===== config.mk =====
export PLATFORM = sky130hd
export DESIGN_NAME = sme_alu
export DESIGN_NICKNAME = d
export VERILOG_FILES = /design/src/hw/rtl/sme_pkg.sv /design/src/hw/rtl/sme_div.sv /design/src/hw/rtl/sme_alu.sv
export SDC_FILE = /design/constraint.sdc
export NUM_CORES = 2
export LEC_CHECK = 0
export BUFFER_PORTS_ARGS = -buffer_cell sky130_fd_sc_hd__clkbuf_2
export CAP_MARGIN = 30
export CORE_UTILIZATION = 60
export CTS_CLUSTER_DIAMETER = 150
export CTS_CLUSTER_SIZE = 28
export DETAILED_ROUTE_END_ITERATION = 7
export MAX_ROUTING_LAYER = met4
export PLACE_DENSITY = 0.74
export SLEW_MARGIN = 20
export SYNTH_ARGS = -nofsm -noshare
export SYNTH_HDL_FRONTEND = slang
export SYNTH_SLANG_ARGS = --single-unit

===== constraint.sdc =====
create_clock -name clk -period 8.35 [get_ports clk]
set_clock_uncertainty 0.1 [all_clocks]
set_input_delay 0.4175 -clock clk [delete_from_list [all_inputs] [get_ports clk]]
set_output_delay 0.4175 -clock clk [all_outputs]
set_load 0.05 [all_outputs]

===== src/hw/rtl/sme_pkg.sv =====
// shared types and codes of the stack machine executor
`timescale 1ns / 1ps
`default_nettype none
package sme_pkg;

  typedef enum logic [4:0] {
    K_LDC    = 5'd0,
    K_LDV    = 5'd1,
    K_ADD    = 5'd2,
    K_SUB    = 5'd3,
    K_MULT   = 5'd4,
    K_DIVI   = 5'd5,
    K_INV    = 5'd6,
    K_AND    = 5'd7,
    K_OR     = 5'd8,
    K_NEG    = 5'd9,
    K_CME    = 5'd10,
    K_CMA    = 5'd11,
    K_CEQ    = 5'd12,
    K_CDIF   = 5'd13,
    K_CMEQ   = 5'd14,
    K_CMAQ   = 5'd15,
    K_STR    = 5'd16,
    K_JMP    = 5'd17,
    K_JMPF   = 5'd18,
    K_NOP    = 5'd19,
    K_RD     = 5'd20,
    K_PRN    = 5'd21,
    K_CALL   = 5'd22,
    K_RETURN = 5'd23,
    K_ALLOC  = 5'd24,
    K_DALLOC = 5'd25,
    K_HLT    = 5'd26,
    K_DEFINE = 5'd27
  } sme_kind_t;

  localparam logic [2:0] FAULT_NONE      = 3'd0;
  localparam logic [2:0] FAULT_UNDERFLOW = 3'd1;
  localparam logic [2:0] FAULT_OVERFLOW  = 3'd2;
  localparam logic [2:0] FAULT_DIV_ZERO  = 3'd3;
  localparam logic [2:0] FAULT_ADDRESS   = 3'd4;

  typedef enum logic [3:0] {
    ALU_ADD,
    ALU_SUB,
    ALU_MUL,
    ALU_DIV,
    ALU_REM,
    ALU_AND,
    ALU_OR,
    ALU_LT,
    ALU_GT,
    ALU_EQ,
    ALU_NE,
    ALU_LE,
    ALU_GE
  } sme_alu_op_t;

  typedef enum logic [3:0] {
    S_CLEAR,
    S_IDLE,
    S_CHECK,
    S_READ_X,
    S_READ_Y,
    S_EXEC,
    S_ALU,
    S_CP_RD,
    S_CP_WR
  } sme_state_t;

  typedef struct packed {
    logic [4:0]         kind;
    logic signed [31:0] operand_a;
    logic [9:0]         operand_b;
    logic signed [31:0] read_value;
  } sme_item_t;

  typedef struct packed {
    logic [9:0]         next_pc;
    logic               print_valid;
    logic signed [31:0] print_value;
    logic               halted;
    logic [2:0]         fault;
  } sme_result_t;

  typedef struct packed {
    logic        start;
    sme_alu_op_t op;
    logic [31:0] x;
    logic [31:0] y;
  } sme_alu_req_t;

  typedef struct packed {
    logic        done;
    logic [31:0] res;
  } sme_alu_rsp_t;

  localparam int DIV_STEPS = 32;

endpackage
`default_nettype wire


===== src/hw/rtl/sme_div.sv =====
// iterative signed divider, one quotient bit per cycle
`timescale 1ns / 1ps
`default_nettype none
module sme_div
  import sme_pkg::*;
(
  input  wire logic        clk,
  input  wire logic        rst,
  input  wire logic        start,
  input  wire logic [31:0] dividend,
  input  wire logic [31:0] divisor,
  output logic             done,
  output logic [31:0]      quotient,
  output logic [31:0]      remainder
);

  localparam int CW = $clog2(DIV_STEPS);

  logic          busy;
  logic [CW-1:0] cnt;
  logic [31:0]   acc;
  logic [31:0]   q;
  logic [31:0]   d;
  logic          neg_q;
  logic          neg_r;
  logic [32:0]   shifted;
  logic [32:0]   diff;
  logic          ge;

  assign shifted = {acc, q[31]};
  assign diff    = shifted - {1'b0, d};
  assign ge      = !diff[32];

  always_ff @(posedge clk) begin
    if (rst) begin
      busy <= 1'b0;
      done <= 1'b0;
      cnt  <= '0;
    end else begin
      done <= 1'b0;
      if (start) begin
        busy  <= 1'b1;
        cnt   <= '0;
        acc   <= '0;
        q     <= dividend[31] ? (32'd0 - dividend) : dividend;
        d     <= divisor[31] ? (32'd0 - divisor) : divisor;
        neg_q <= dividend[31] ^ divisor[31];
        neg_r <= dividend[31];
      end else if (busy) begin
        acc <= ge ? diff[31:0] : shifted[31:0];
        q   <= {q[30:0], ge};
        cnt <= cnt + CW'(1);
        if (cnt == CW'(DIV_STEPS - 1)) begin
          busy <= 1'b0;
          done <= 1'b1;
        end
      end
    end
  end

  assign quotient  = neg_q ? (32'd0 - q) : q;
  assign remainder = neg_r ? (32'd0 - acc) : acc;

endmodule
`default_nettype wire


===== src/hw/rtl/sme_alu.sv =====
// shared arithmetic and compare unit with registered result
`timescale 1ns / 1ps
`default_nettype none
module sme_alu
  import sme_pkg::*;
(
  input  wire logic         clk,
  input  wire logic         rst,
  input  wire sme_alu_req_t req,
  output sme_alu_rsp_t      rsp
);

  logic        div_start;
  logic        div_done;
  logic [31:0] div_q;
  logic [31:0] div_r;
  logic        want_rem;
  logic [31:0] val;
  logic        is_div;

  assign is_div    = (req.op == ALU_DIV) || (req.op == ALU_REM);
  assign div_start = req.start && is_div;

  sme_div u_div (
    .clk       (clk),
    .rst       (rst),
    .start     (div_start),
    .dividend  (req.x),
    .divisor   (req.y),
    .done      (div_done),
    .quotient  (div_q),
    .remainder (div_r)
  );

  always_comb begin
    case (req.op)
      ALU_ADD: val = req.x + req.y;
      ALU_SUB: val = req.x - req.y;
      ALU_MUL: val = req.x * req.y;
      ALU_AND: val = 32'((req.x != '0) && (req.y != '0));
      ALU_OR:  val = 32'((req.x != '0) || (req.y != '0));
      ALU_LT:  val = 32'($signed(req.x) <  $signed(req.y));
      ALU_GT:  val = 32'($signed(req.x) >  $signed(req.y));
      ALU_EQ:  val = 32'(req.x == req.y);
      ALU_NE:  val = 32'(req.x != req.y);
      ALU_LE:  val = 32'($signed(req.x) <= $signed(req.y));
      ALU_GE:  val = 32'($signed(req.x) >= $signed(req.y));
      default: val = '0;
    endcase
  end

  always_ff @(posedge clk) begin
    if (rst) begin
      rsp.done <= 1'b0;
    end else begin
      rsp.done <= 1'b0;
      if (req.start && !is_div) begin
        rsp.res  <= val;
        rsp.done <= 1'b1;
      end else if (div_done) begin
        rsp.res  <= want_rem ? div_r : div_q;
        rsp.done <= 1'b1;
      end
    end
  end

  always_ff @(posedge clk) begin
    if (div_start) begin
      want_rem <= (req.op == ALU_REM);
    end
  end

endmodule
`default_nettype wire


==> out/metrics.cfg <==
[clocking]
clk_pin_slew_ns = 0.06
ctsResizeCount = 0
clk_root_buffer_cell = clkbuf_16
cts_setup_buffers = 0
cts_tree = built
worstSkewPairLatency_ns = 0.44
numCtsBuffers = 17
cts_hold_buf = 0
clk_path_buf_depth = 2
cts_max_level = 4
clock-sinks = 139

[global_route]
track_usage_pct = 43.1
overflow = 0
grt_max_degree = 72
grt_pass1_wl_mm = 156
antenna_found_initial = 4
first_global_vias = 26500

[synth]
synth_nets = 4119
synthTopCellsByArea = fa_1 (28%), edfxtp_1 (13%), ha_1 (9.6%)
netlist_area_um2 = 29300
synth_top_family_by_area = adder cells
postSynthCellCount = 3413
ys.flop_type = edfxtp_1
ys_seq_area_share_pct = 14.0
ys_warn_count = 0
synth-seq-cells = 139
synthMuxAreaShare_pct = 0.585
synthXorXnorAreaFrac_pct = 7.62
avgSynthCellArea_um2 = 8.59
async_reset_ff_share_pct = 0
synth_top_area_share_pct = 28.1
synth-simple-area-share_pct = 17.6
synth-adder-area-share_pct = 37.6
yosysTopAreaCell = fa_1
synth_compound_area_share_pct = 13.6
synth-edff-count = 131
yosysUniqueCellTypes = 79

[timing]
period_minus_slack_ns = 7.64
timing.setup.tns_ns = 0
setup-violations-final = 0
period_share_pct = 91.6
finalMaxSlewViolations = 0
final_hold_viol_count = 0
slew_headroom_pct = 35.5
rsz0062_at_grt = false
fmax_ghz = 0.131
worst_slew_pin_slew_ns = 0.967

[die]
io_pins = 104
die_h_um = 223
start_util_pct = 61.1
die_area_um2 = 49700
die_w_um = 223
coreArea_um2 = 47900
rows = 80

[final_layout]
drive_gt1_share_pct = 7.60
layout.nets = 4140
filler_cell_count = 4091
syn_to_final_growth_pct = 6.62
finalCoreUtilization_pct = 65.2

[place]
hpwl_mm = 81.0
place_congestion = 1.03
io_buffers = 103

[setup_path]
critPathMaxFanout = 16
cp-end-kind = register
critPathArrivalTime_ns = 7.73
startpoint_type = input pin
crit_type = input pin to register
required_ns = 8.43

[route]
drtIter0Drc = 2857
via_per_inst = 6.36
drtPass1Iterations = 6
wl_met3_mm = 11.8
route.met2.wl_mm = 44.8
ant_nets = 0
highest_layer = met4
post-route-drc-count = 0
vias = 25800
wl_mm = 102
wl_met1_mm = 39.6
wire_per_inst_um = 25.1

[run_status]
outcome = complete, no violations

[worst_hold_path]
holdCritPathClass = input pin to register

[flow_run]
drv_cap = 0

-- final cells by class --
cell class,instances,area [um2],share of cell area [%]
Antenna cell,4,10.0,0.0320
Clock buffer,17,425,1.36
Clock inverter,15,139,0.445
Inverter,506,1900,6.08
Multi-Input combinational cell,2576,22600,72.4
Sequential cell,139,4090,13.1
Tap cell,615,769,2.46
Timing Repair Buffer,194,1290,4.12
-- cells by family after synthesis --
kind of cell	Yosys count
flip-flops	139
AND/OR/NAND/NOR	1057
buffers and inverters	698
adder cells (fa/ha/maj)	635
XOR/XNOR	255
multiplexers	17
AO/OA/AOI/OAI	612
-- worst paths after layout --
kind                        startpoint                          to  slack, ns  cells after the start
max                             req[8]           rsp[31]$_DFFE_PP_       0.71                     25
min                                rst          rsp[32]$_SDFF_PP0_       0.26                      2
max reg2reg      u_div.q[31]$_DFFE_PP_  u_div.acc[2]$_SDFFCE_PP0P_       3.59                     14
min reg2reg  u_div.cnt[4]$_SDFFE_PP0P_   u_div.cnt[4]$_SDFFE_PP0P_       0.42                      2
-- cells in the mapped netlist (11+ instances only) --
cell	count
a211oi_1	18
a21o_1	39
a21oi_1	135
a22oi_1	17
a31oi_1	12
and2_1	236
buf_1	11
clkbuf_1	175
edfxtp_1	131
fa_1	411
ha_1	224
inv_1	503
mux2i_1	16
nand2_1	424
nand2b_1	26
nand3_1	25
nand4_1	15
nor2_1	166
nor2b_1	20
nor3_1	36
nor4_1	16
o211ai_1	19
o21a_1	21
o21ai_0	162
o21bai_1	14
o22ai_1	21
o31ai_1	49
o41ai_1	24
or3_1	36
or4_1	11
xnor2_1	165
xor2_1	90
-- state kept, by name (all words and copies together), names as in the netlist --
register     flops
u_div.busy       1
u_div.cnt        5
want_rem         1
u_div.neg_r      1
u_div.neg_q      1
rsp             33
u_div.done       1
u_div.q         32
u_div.acc       32
u_div.d         32
-- layer usage --
metal,up-vias,track usage (%)
li1,11200,-
met1,12700,56.9
met2,1677,64.8
met3,337,7.27
met4,0,20.5
met5,-,-
-- critical path, stage by stage --
cell,delay [ns]
clkbuf_2,0.36
buf_4,0.36
nand2_1,0.12
fa_1,0.45
inv_1,0.08
fa_1,0.43
fa_1,0.52
inv_1,0.05
fa_1,0.47
inv_1,0.05
fa_1,0.48
fa_1,0.57
fa_1,0.43
fa_1,0.45
ha_1,0.49
nand3_1,0.25
nor3_1,0.31
and3_1,0.21
o211ai_1,0.14
nand2_1,0.10
o221a_2,0.22
nand4_1,0.10
and4b_1,0.20
xnor2_1,0.12
a221o_1,0.33
-- stage by stage --
step	cell area, um2	setup slack [ns]	hold WS (ns)	instances
4_1_cts	31200	0.809	0.254	4059
3_5_place_dp	30600	0.359	0.403	4027
2_1_floorplan	29300	0.885	0.348	3413
6_report	31200	0.705	0.262	4066
3_3_place_gp	30500	0.433	0.384	4025
5_1_grt	31200	0.426	0.282	4065
-- layout by cell type, fill, tap and decap left out, types with 19 or more instances in the layout --
master and count:
o22ai_1 21, fa_1 411, and2_1 236, a21o_1 39, a21oi_1 134, nand2_1 423
xor2_1 89, o31ai_1 49, or3_1 36, xnor2_1 164, edfxtp_1 131, nor2_1 164
o41ai_1 24, clkbuf_2 103, buf_4 86, nand2b_1 26, o21ai_0 162, nand3_1 25
nor2b_1 20, ha_1 224, o21a_1 21, o211ai_1 19, nor3_1 35, inv_1 503
Power is left out: the tool's default activity adds up to more than one toggle a clock period on the data nets, which glitch-free logic cannot reach.
